[src/hw/rtl/lvpm_pkg.sv]
`timescale 1ns / 1ps

package lvpm_pkg;

    // pipeline depth, input register to result register
    localparam int NSTG        = 7;

    localparam int MAX_RB      = 128;
    localparam int GAP2_MIN_RB = 50;
    localparam int PRB_SAT     = 255;

    localparam int VRB_W       = 7;
    localparam int SLOT_W      = 5;
    localparam int PRB_W       = 8;
    localparam int CFG_IDX_W   = 3;
    localparam int CFG_DATA_W  = 7;

    typedef enum logic [CFG_IDX_W-1:0] {
        CFG_N_DL_RB     = 3'd0,
        CFG_GRP_SIZE    = 3'd1,
        CFG_GAP1_OFFSET = 3'd2,
        CFG_GAP1_ISIZE  = 3'd3,
        CFG_GAP2_OFFSET = 3'd4,
        CFG_GAP2_ISIZE  = 3'd5
    } t_cfg_idx;

    typedef struct packed {
        logic [VRB_W-1:0]  vrb_index;
        logic [SLOT_W-1:0] slot_number;
        logic              gap_select;
    } t_req;

    typedef struct packed {
        logic [PRB_W-1:0] prb_index;
        logic             valid_res;
    } t_res;

    typedef struct packed {
        logic [NSTG-1:0] load;
        logic [NSTG-1:0] vld;
    } t_pipe_ctrl;

endpackage

[src/hw/rtl/lvpm_chan_if.sv]
`timescale 1ns / 1ps

interface lvpm_chan_if #(
    parameter type T = logic
) ();
    logic valid;
    logic ready;
    T     data;

    modport source (output valid, output data, input ready);
    modport sink   (input valid, input data, output ready);
endinterface

[src/hw/rtl/lvpm_pipe_ctrl.sv]
`timescale 1ns / 1ps

module lvpm_pipe_ctrl
    import lvpm_pkg::*;
(
    input  logic       i_clk,
    input  logic       i_rst_n,
    input  logic       i_in_valid,
    input  logic       i_out_ready,
    output logic       o_in_ready,
    output t_pipe_ctrl o_ctrl
);

    logic [NSTG-1:0] r_vld;
    logic [NSTG-1:0] n_vld;
    logic [NSTG-1:0] rdy;

    // a stage takes new data when it is empty or the stage after it moves on
    always_comb begin
        rdy[NSTG-1] = !r_vld[NSTG-1] || i_out_ready;
        for (int k = NSTG - 2; k >= 0; k--) begin
            rdy[k] = !r_vld[k] || rdy[k+1];
        end
    end

    always_comb begin
        n_vld = r_vld;
        if (rdy[0]) begin
            n_vld[0] = i_in_valid;
        end
        for (int k = 1; k < NSTG; k++) begin
            if (rdy[k]) begin
                n_vld[k] = r_vld[k-1];
            end
        end
    end

    always_ff @(posedge i_clk) begin
        if (!i_rst_n) begin
            r_vld <= '0;
        end else begin
            r_vld <= n_vld;
        end
    end

    assign o_in_ready  = rdy[0];
    assign o_ctrl.load = rdy;
    assign o_ctrl.vld  = r_vld;

    // input only backs up once every stage holds a transaction
    a_stall_only_full: assert property (@(posedge i_clk) disable iff (!i_rst_n)
        !o_in_ready |-> (&r_vld && !i_out_ready))
        else $error("input stalled with a free stage");

    a_count_up: assert property (@(posedge i_clk) disable iff (!i_rst_n)
        (i_in_valid && o_in_ready && !(r_vld[NSTG-1] && i_out_ready)) |=>
        ($countones(r_vld) == $past($countones(r_vld)) + 1))
        else $error("accepted transaction not held in pipeline");

    a_count_down: assert property (@(posedge i_clk) disable iff (!i_rst_n)
        (!(i_in_valid && o_in_ready) && r_vld[NSTG-1] && i_out_ready) |=>
        ($countones(r_vld) == $past($countones(r_vld)) - 1))
        else $error("delivered transaction not removed");

    a_count_same: assert property (@(posedge i_clk) disable iff (!i_rst_n)
        ((i_in_valid && o_in_ready) == (r_vld[NSTG-1] && i_out_ready)) |=>
        ($countones(r_vld) == $past($countones(r_vld))))
        else $error("in-flight count changed without cause");

endmodule

[src/hw/rtl/lte_distributed_vrb_to_prb_map_top.sv]
`timescale 1ns / 1ps

// Distributed VRB to PRB mapper for the LTE downlink. Each request transaction carries a
// VRB index, the slot number (parity only) and the gap choice; the result carries the PRB
// index and a valid flag, which is low, with index 0, for an index at or beyond the RB
// count, gap 2 below 50 RBs, or a zero interleaver or RBG size. One transaction is taken
// per clock while the output is not stalled; a request passes seven register stages, the
// longest of which are the two bit-per-step remainder units (VRB modulo interleaver size,
// and the odd-slot cyclic shift modulo interleaver size).
// Configuration writes take effect at once and must only be made while nothing is in
// flight.

module lte_distributed_vrb_to_prb_map_top
    import lvpm_pkg::*;
#(
    parameter int MAX_RB_CNT = MAX_RB
)
(
    input  logic                  i_clk,
    input  logic                  i_rst_n,
    input  logic                  i_cfg_we,
    input  logic [CFG_IDX_W-1:0]  i_cfg_idx,
    input  logic [CFG_DATA_W-1:0] i_cfg_wdata,
    lvpm_chan_if.sink             i_req,
    lvpm_chan_if.source           o_res
);

    // restoring remainder step: shift in one dividend bit, subtract if it fits
    function automatic logic [6:0] rem_step(input logic [6:0] r, input logic b,
                                            input logic [6:0] d);
        logic [7:0] s;
        s = {r, b};
        if (s >= {1'b0, d}) begin
            s = s - {1'b0, d};
        end
        return s[6:0];
    endfunction

    // configuration
    logic [6:0] r_n_dl_rb;
    logic [2:0] r_grp_size;
    logic [5:0] r_gap1_offset;
    logic [6:0] r_gap1_isize;
    logic [4:0] r_gap2_offset;
    logic [6:0] r_gap2_isize;

    always_ff @(posedge i_clk) begin
        if (!i_rst_n) begin
            r_n_dl_rb     <= 7'd6;
            r_grp_size    <= 3'd1;
            r_gap1_offset <= 6'd3;
            r_gap1_isize  <= 7'd6;
            r_gap2_offset <= 5'd9;
            r_gap2_isize  <= 7'd18;
        end else if (i_cfg_we) begin
            unique case (t_cfg_idx'(i_cfg_idx))
                CFG_N_DL_RB:     r_n_dl_rb     <= i_cfg_wdata;
                CFG_GRP_SIZE:    r_grp_size    <= i_cfg_wdata[2:0];
                CFG_GAP1_OFFSET: r_gap1_offset <= i_cfg_wdata[5:0];
                CFG_GAP1_ISIZE:  r_gap1_isize  <= i_cfg_wdata;
                CFG_GAP2_OFFSET: r_gap2_offset <= i_cfg_wdata[4:0];
                CFG_GAP2_ISIZE:  r_gap2_isize  <= i_cfg_wdata;
                default: ;
            endcase
        end
    end

    // pipeline control
    t_pipe_ctrl pipe;
    logic       in_ready;

    lvpm_pipe_ctrl u_ctrl (
        .i_clk       (i_clk),
        .i_rst_n     (i_rst_n),
        .i_in_valid  (i_req.valid),
        .i_out_ready (o_res.ready),
        .o_in_ready  (in_ready),
        .o_ctrl      (pipe)
    );

    assign i_req.ready = in_ready;

    // stage 1: select gap set, validity, first remainder steps
    logic       n1_ok;
    logic [6:0] n1_nvrb;
    logic [5:0] n1_ngap;
    logic [6:0] n1_nvrb_m1;
    logic [6:0] n1_rem_n;
    logic [6:0] n1_rem_m;

    logic       r1_ok;
    logic       r1_odd;
    logic [6:0] r1_vrb;
    logic [6:0] r1_nvrb;
    logic [2:0] r1_p;
    logic [5:0] r1_ngap;
    logic [4:0] r1_m1;
    logic [6:0] r1_rem_n;
    logic [2:0] r1_rem_m;

    always_comb begin
        n1_nvrb = i_req.data.gap_select ? r_gap2_isize : r_gap1_isize;
        n1_ngap = i_req.data.gap_select ? {1'b0, r_gap2_offset} : r_gap1_offset;
        n1_ok   = (i_req.data.vrb_index < r_n_dl_rb)
               && ({1'b0, i_req.data.vrb_index} < 8'(MAX_RB_CNT))
               && (n1_nvrb != 7'd0) && (r_grp_size != 3'd0)
               && (!i_req.data.gap_select || (r_n_dl_rb >= 7'(GAP2_MIN_RB)));
        // ceil(Nvrb / 4) - 1, the row count comes from its remainder by P
        n1_nvrb_m1 = n1_nvrb - 7'd1;
        n1_rem_n = '0;
        for (int i = 6; i >= 3; i--) begin
            n1_rem_n = rem_step(n1_rem_n, i_req.data.vrb_index[i], n1_nvrb);
        end
        n1_rem_m = '0;
        for (int i = 4; i >= 2; i--) begin
            n1_rem_m = rem_step(n1_rem_m, n1_nvrb_m1[i+2], {4'b0, r_grp_size});
        end
    end

    always_ff @(posedge i_clk) begin
        if (pipe.load[0]) begin
            r1_ok    <= n1_ok;
            r1_odd   <= i_req.data.slot_number[0];
            r1_vrb   <= i_req.data.vrb_index;
            r1_nvrb  <= n1_nvrb;
            r1_p     <= r_grp_size;
            r1_ngap  <= n1_ngap;
            r1_m1    <= n1_nvrb_m1[6:2];
            r1_rem_n <= n1_rem_n;
            r1_rem_m <= n1_rem_m[2:0];
        end
    end

    // stage 2: finish both remainders, row count and block base
    logic [6:0] n2_rem_n;
    logic [6:0] n2_rem_m;
    logic [5:0] n2_nrow;

    logic       r2_ok;
    logic       r2_odd;
    logic [6:0] r2_nvrb;
    logic [5:0] r2_ngap;
    logic [6:0] r2_t;
    logic [6:0] r2_base;
    logic [5:0] r2_nrow;

    always_comb begin
        n2_rem_n = r1_rem_n;
        for (int i = 2; i >= 0; i--) begin
            n2_rem_n = rem_step(n2_rem_n, r1_vrb[i], r1_nvrb);
        end
        n2_rem_m = {4'b0, r1_rem_m};
        for (int i = 1; i >= 0; i--) begin
            n2_rem_m = rem_step(n2_rem_m, r1_m1[i], {4'b0, r1_p});
        end
        // ceil(m / P) * P = (m - 1) - ((m - 1) mod P) + P
        n2_nrow = {1'b0, r1_m1} - {3'b0, n2_rem_m[2:0]} + {3'b0, r1_p};
    end

    always_ff @(posedge i_clk) begin
        if (pipe.load[1]) begin
            r2_ok   <= r1_ok;
            r2_odd  <= r1_odd;
            r2_nvrb <= r1_nvrb;
            r2_ngap <= r1_ngap;
            r2_t    <= n2_rem_n;
            r2_base <= r1_vrb - n2_rem_n;
            r2_nrow <= n2_nrow;
        end
    end

    // stage 3: null count, null-region test, both interleaver candidates
    logic [7:0]        n3_nnull;
    logic signed [8:0] n3_thr;
    logic [8:0]        n3_rowmul;

    logic       r3_ok;
    logic       r3_odd;
    logic [6:0] r3_nvrb;
    logic [5:0] r3_ngap;
    logic [6:0] r3_base;
    logic [1:0] r3_tlo;
    logic [5:0] r3_nrow;
    logic [6:0] r3_nn_half;
    logic       r3_nnz;
    logic       r3_sel_null;
    logic [8:0] r3_tw1;
    logic [8:0] r3_tw2;

    always_comb begin
        n3_nnull = {r2_nrow, 2'b00} - {1'b0, r2_nvrb};
        n3_thr   = $signed({2'b0, r2_nvrb}) - $signed({1'b0, n3_nnull});
        unique case (r2_t[1:0])
            2'd0: n3_rowmul = '0;
            2'd1: n3_rowmul = {3'b0, r2_nrow};
            2'd2: n3_rowmul = {2'b0, r2_nrow, 1'b0};
            2'd3: n3_rowmul = {3'b0, r2_nrow} + {2'b0, r2_nrow, 1'b0};
        endcase
    end

    always_ff @(posedge i_clk) begin
        if (pipe.load[2]) begin
            r3_ok       <= r2_ok;
            r3_odd      <= r2_odd;
            r3_nvrb     <= r2_nvrb;
            r3_ngap     <= r2_ngap;
            r3_base     <= r2_base;
            r3_tlo      <= r2_t[1:0];
            r3_nrow     <= r2_nrow;
            r3_nn_half  <= n3_nnull[7:1];
            r3_nnz      <= (n3_nnull != 8'd0);
            r3_sel_null <= ($signed({2'b0, r2_t}) >= n3_thr);
            r3_tw1      <= (r2_t[0] ? {2'b0, r2_nrow, 1'b0} : 9'd0)
                         + {3'b0, r2_t[6:1]} + {2'b0, r2_base};
            r3_tw2      <= n3_rowmul + {4'b0, r2_t[6:2]} + {2'b0, r2_base};
        end
    end

    // stage 4: even-slot index, clamp, add half for the odd-slot shift
    logic signed [9:0] n4_ev;
    logic [8:0]        n4_v;

    logic       r4_ok;
    logic       r4_odd;
    logic [6:0] r4_nvrb;
    logic [5:0] r4_ngap;
    logic [6:0] r4_base;
    logic [8:0] r4_v;
    logic [8:0] r4_w;

    always_comb begin
        priority if (r3_nnz && r3_sel_null) begin
            if (r3_tlo[0]) begin
                n4_ev = $signed({1'b0, r3_tw1}) - $signed({4'b0, r3_nrow});
            end else begin
                n4_ev = $signed({1'b0, r3_tw1}) - $signed({4'b0, r3_nrow})
                      + $signed({3'b0, r3_nn_half});
            end
        end else if (r3_nnz && r3_tlo[1]) begin
            n4_ev = $signed({1'b0, r3_tw2}) - $signed({3'b0, r3_nn_half});
        end else begin
            n4_ev = $signed({1'b0, r3_tw2});
        end
        n4_v = n4_ev[9] ? 9'd0 : n4_ev[8:0];
    end

    always_ff @(posedge i_clk) begin
        if (pipe.load[3]) begin
            r4_ok   <= r3_ok;
            r4_odd  <= r3_odd;
            r4_nvrb <= r3_nvrb;
            r4_ngap <= r3_ngap;
            r4_base <= r3_base;
            r4_v    <= n4_v;
            r4_w    <= n4_v + {3'b0, r3_nvrb[6:1]};
        end
    end

    // stage 5: upper remainder steps of the shifted index
    logic [6:0] n5_rem;

    logic       r5_ok;
    logic       r5_odd;
    logic [6:0] r5_nvrb;
    logic [5:0] r5_ngap;
    logic [6:0] r5_base;
    logic [8:0] r5_v;
    logic [3:0] r5_wlo;
    logic [6:0] r5_rem;

    always_comb begin
        n5_rem = '0;
        for (int i = 8; i >= 4; i--) begin
            n5_rem = rem_step(n5_rem, r4_w[i], r4_nvrb);
        end
    end

    always_ff @(posedge i_clk) begin
        if (pipe.load[4]) begin
            r5_ok   <= r4_ok;
            r5_odd  <= r4_odd;
            r5_nvrb <= r4_nvrb;
            r5_ngap <= r4_ngap;
            r5_base <= r4_base;
            r5_v    <= r4_v;
            r5_wlo  <= r4_w[3:0];
            r5_rem  <= n5_rem;
        end
    end

    // stage 6: finish the remainder, pick odd or even slot index
    logic [6:0] n6_rem;

    logic       r6_ok;
    logic [6:0] r6_nvrb;
    logic [5:0] r6_ngap;
    logic [8:0] r6_v2;

    always_comb begin
        n6_rem = r5_rem;
        for (int i = 3; i >= 0; i--) begin
            n6_rem = rem_step(n6_rem, r5_wlo[i], r5_nvrb);
        end
    end

    always_ff @(posedge i_clk) begin
        if (pipe.load[5]) begin
            r6_ok   <= r5_ok;
            r6_nvrb <= r5_nvrb;
            r6_ngap <= r5_ngap;
            r6_v2   <= r5_odd ? ({2'b0, n6_rem} + {2'b0, r5_base}) : r5_v;
        end
    end

    // stage 7: gap correction and saturation
    logic [5:0] n7_half;
    logic [9:0] n7_v3;
    t_res       n7_res;
    t_res       r7_res;

    always_comb begin
        n7_half = r6_nvrb[6:1];
        if (r6_v2 >= {3'b0, n7_half}) begin
            n7_v3 = {1'b0, r6_v2} + {4'b0, r6_ngap} - {4'b0, n7_half};
        end else begin
            n7_v3 = {1'b0, r6_v2};
        end
        n7_res.valid_res = r6_ok;
        if (!r6_ok) begin
            n7_res.prb_index = '0;
        end else if (n7_v3 > 10'(PRB_SAT)) begin
            n7_res.prb_index = PRB_W'(PRB_SAT);
        end else begin
            n7_res.prb_index = n7_v3[PRB_W-1:0];
        end
    end

    always_ff @(posedge i_clk) begin
        if (pipe.load[6]) begin
            r7_res <= n7_res;
        end
    end

    assign o_res.valid = pipe.vld[NSTG-1];
    assign o_res.data  = r7_res;

endmodule

[src/flat_wrapper.sv]
// flat-port wrapper written by rule: the top's interface ports become plain ports
module lte_distributed_vrb_to_prb_map_top_flat import lvpm_pkg::*;
#(
    parameter int MAX_RB_CNT = MAX_RB
)
  (i_clk, i_rst_n, i_cfg_we, i_cfg_idx, i_cfg_wdata, i_req_valid, i_req_data, i_req_ready, o_res_valid, o_res_data, o_res_ready);
  lvpm_chan_if #(.T(t_req)) i_req_i ();
  lvpm_chan_if #(.T(t_res)) o_res_i ();
  input  logic i_clk;
  input  logic i_rst_n;
  input  logic i_cfg_we;
  input  logic [CFG_IDX_W-1:0] i_cfg_idx;
  input  logic [CFG_DATA_W-1:0] i_cfg_wdata;
  input wire logic [$bits(i_req_i.valid)-1:0] i_req_valid;
  input wire logic [$bits(i_req_i.data)-1:0] i_req_data;
  output wire logic [$bits(i_req_i.ready)-1:0] i_req_ready;
  output wire logic [$bits(o_res_i.valid)-1:0] o_res_valid;
  output wire logic [$bits(o_res_i.data)-1:0] o_res_data;
  input wire logic [$bits(o_res_i.ready)-1:0] o_res_ready;
  assign i_req_i.valid = i_req_valid;
  assign i_req_i.data = i_req_data;
  assign i_req_ready = i_req_i.ready;
  assign o_res_valid = o_res_i.valid;
  assign o_res_data = o_res_i.data;
  assign o_res_i.ready = o_res_ready;
  lte_distributed_vrb_to_prb_map_top #(.MAX_RB_CNT(MAX_RB_CNT)) u_core (.i_clk(i_clk), .i_rst_n(i_rst_n), .i_cfg_we(i_cfg_we), .i_cfg_idx(i_cfg_idx), .i_cfg_wdata(i_cfg_wdata), .i_req(i_req_i), .o_res(o_res_i));
endmodule
[config.mk]
export PLATFORM = sky130hd
export DESIGN_NAME = lte_distributed_vrb_to_prb_map_top_flat
export DESIGN_NICKNAME = d
export VERILOG_FILES = /design/src/hw/rtl/lvpm_pkg.sv /design/src/hw/rtl/lvpm_chan_if.sv /design/src/hw/rtl/lvpm_pipe_ctrl.sv /design/src/hw/rtl/lte_distributed_vrb_to_prb_map_top.sv /design/src/flat_wrapper.sv
export SDC_FILE = /design/constraint.sdc
export NUM_CORES = 1
export LEC_CHECK = 0
export BUFFER_PORTS_ARGS = -buffer_cell sky130_fd_sc_hd__buf_2
export CAP_MARGIN = 25
export CORE_ASPECT_RATIO = 1.5
export CORE_MARGIN = 5
export CORE_UTILIZATION = 26
export CTS_CLUSTER_DIAMETER = 120
export DETAILED_ROUTE_END_ITERATION = 8
export PLACE_DENSITY_LB_ADDON = 0.15
export SETUP_SLACK_MARGIN = 0.4
export SLEW_MARGIN = 30
export SYNTH_ARGS = -nofsm -noshare
export SYNTH_HDL_FRONTEND = slang
export SYNTH_HIERARCHICAL = 1
export SYNTH_SLANG_ARGS = --single-unit
[constraint.sdc]
create_clock -name i_clk -period 30.2 [get_ports i_clk]
set_input_delay 7.55 -clock i_clk [delete_from_list [all_inputs] [get_ports i_clk]]
set_output_delay 7.55 -clock i_clk [all_outputs]
set_load 0.03 [all_outputs]
==> run_results.csv <==
group,metric,value,unit
timing,final-setup-viol-count,0,
critical_path,required,22650,ps
timing,max_freq,59.8,MHz
timing,slew_violations,0,
timing,rsz0062_at_grt,"no",
floorplan,ioPinCount,39,
global_routing,antenna_found_initial,0,
global_routing,grt.overflow.total,0,
synthesis,synthCells,1905,
timing,period_minus_slack,16710,ps
global_routing,grt_pass1_wl,78300,um
finish,area_growth,12.2,%
placement,dp_hpwl,40200,um
cts,postCtsResizedCells,0,
global_routing,first_global_vias,14670,
synthesis,synthArstFlopShare,0,
synthesis,synth_compound_area_frac,0.142,
synthesis,synthSimpleGateAreaFrac,0.109,
finish,regArea,8200,um2
timing,slew_headroom,0.402,
finish,mostFrequentLayoutCell,"edfxtp_1",
critical_path,critPathArrivalTime,9160,ps
cts,cts_setup_buffers,0,
synthesis,syn_nets,2210,
critical_path,critPathKind,"in -> out",
flow_run,maxCapViolCount,0,
floorplan,chipWidth,239,um
timing,skew,24.2,ps
drt,drt_iter0_markers,524,
timing,fin_tns_setup,0,ps
critical_path,cp-end-kind,"output port",
synthesis,synth_cell_type_count,89,
drt,wirelength,49000,um
timing,worst_slack,13490,ps
cts,numCtsBuffers,35,
cts,clk_latency,560,ps
placement,gp_congestion,0.845,
min_path,min_path_type,"reg -> reg",
global_routing,grt_max_degree,58,
critical_path,startpoint_type,"input pin",
cts,clk_path_buf_depth,3,
placement,io_buffer_count,34,
synthesis,syn_area_per_cell,10.7,um2
finish,multi_input_area,11300,um2
finish,layout-drive-gt1-share,0.0906,
floorplan,start_util,0.261,
synthesis,synth-edff-count,245,
synthesis,yosys_register_bits,287,
finish,mostFrequentLayoutCells,"edfxtp_1, ha_1, inv_1, nor2_1, nand2_1",
drt,top_layer,"met4",
placement,post_dp_cell_area,21800,um2
cts,tritoncts,"built",
finish,final_nets,2265,
timing,fin_crit_sh,0.553,
global_routing,gr-usage-all-layers,0.116,
drt,drtAntennaViolNets,0,
cts,htreeDepth,2,
synthesis,syn_area,20400,um2
floorplan,dieArea,84400,um2
drt,num_vias,13888,
cts,cts.sinks,287,
cts,path_clk_slew,60,ps
drt,wl_per_cell,16.3,um
floorplan,fp-row-count,126,
drt,wl_met2,28400,um
placement,place_ws,13410,ps
timing,finalHoldViolCount,0,
drt,drt-met1-wl,18200,um
drt,drc_errors,0,
synthesis,synthMuxAreaShare,0.0627,
synthesis,ys_warn_count,6,
synthesis,synth_top_family_by_area,"adder cells",
finish,nFillCells,8081,
synthesis,synth_xor_area_frac,0.0515,
synthesis,synthAdderAreaFrac,0.187,
synthesis,synth.yosys.seq_area_share,0.401,
drt,met3_length,915,um
run_status,status,"finished, final reports clean",
drt,drtPass1Iterations,4,
critical_path,cp_max_fo,47,
cts,root_buffer,"clkbuf_16",
synthesis,synth_top_flop_cell,"edfxtp_1",
finish,design_area,22900,um2
drt,viasPerCell,4.61,
floorplan,die_y,353,um
finish,antenna_cells,0,
cts,hold_buffers,0,
timing,max_slew.worst_pin.slew,897,ps
floorplan,coreArea,78400,um2
-- per-layer routing --
| layer | track usage | vias to the layer above |
|---|---|---|
| met3 | 0.0137 | 75 |
| met2 | 0.236 | 131 |
| met4 | 0.0377 | 0 |
| met5 | 0 | - |
| met1 | 0.119 | 6660 |
| li1 | - | 7022 |
-- path summary, 6_finish.rpt --
kind | from | end | slack, ps | cells after the start
setup / recovery | o_res_ready | i_req_ready | 13490 | 5
hold / removal | u_core/r4_v[5] | u_core/r5_v[5] | 410 | 0
setup reg to reg | u_core/r5_nvrb[1] | u_core/r6_v2[6] | 19380 | 37
hold reg to reg | u_core/r4_v[5] | u_core/r5_v[5] | 410 | 0
-- through the flow --
step                 util  hold WS [ps]  instances
global placement    0.278           405       2947
CTS                 0.292           415       3010
floorplan               -           400       1905
finish              0.293           412       3010
detailed placement  0.279           405       2947
global route        0.293           428       3010
-- logic make-up after synthesis --
group | after synthesis
buffers and inverters | 250
and+or+nand+nor | 428
muxes | 119
xor gates and xnor gates | 120
AOI/OAI and AO/OA | 424
adders and majority gates | 277
DFF | 287
-- registers in the layout, summed over array words and instances, names as in the netlist, 9 cells and up --
signal,flops
u_core/o_res.data,9
u_core/r3_tw1,9
u_core/r3_tw2,9
u_core/r4_v,9
u_core/r4_w,9
u_core/r5_v,9
u_core/r6_v2,9
-- worst max-delay path: stages --
cell,delay [ps]
buf_2,100
nand4b_4,680
nor3_1,490
clkinv_1,140
buf_2,200
-- synth_stat cells, types with 3 or more instances --
cell        n  area (um2)
o21a_1     34         255
nand3_1    22         110
a211o_1     7        61.3
nand3b_1    3        22.5
o311ai_0    6        52.6
and4_1      6        52.6
a21oi_1    86         430
edfxtp_1  245        7360
nor3b_1     5        37.5
nand4_1    12        75.1
o31ai_1     6        45.0
mux2i_1    58         581
o21bai_1   20         150
o21ai_0    77         385
o221ai_1    6        52.6
dfxtp_1    42         841
or2_2       5        31.3
and2_1     16         100
a31oi_1     4        25.0
and3_1     13        81.3
nor2b_1    61         382
mux2_2     58         653
a311o_1     3        30.0
a221oi_1    5        43.8
inv_1     226         848
nand2b_1   23         144
o211ai_1   21         158
a221o_1     6        60.1
a21o_1     56         420
nand2_1    95         357
nor3_1     35         175
or4_1       4        30.0
xor2_1     30         263
or3_1       8        50.1
a211oi_1   30         225
nor4_1      8        50.1
clkbuf_1   17        63.8
ha_1      231        2890
fa_1       46         921
xnor2_1    90         788
a21boi_0   16         120
nor2_1     97         364
o31a_1      8        70.1
-- cell type report --
class / count / share of cell area
clock inverter: 17 / 0.00611
multi-input combinational: 1368 / 0.492
tap: 1024 / 0.0559
timing repair buffer: 42 / 0.0100
sequential: 287 / 0.358
clock buffer: 46 / 0.0413
inverter: 226 / 0.0370
Power is left out: the tool's default activity adds up to more than one toggle a clock period on the data nets, which glitch-free logic cannot reach.
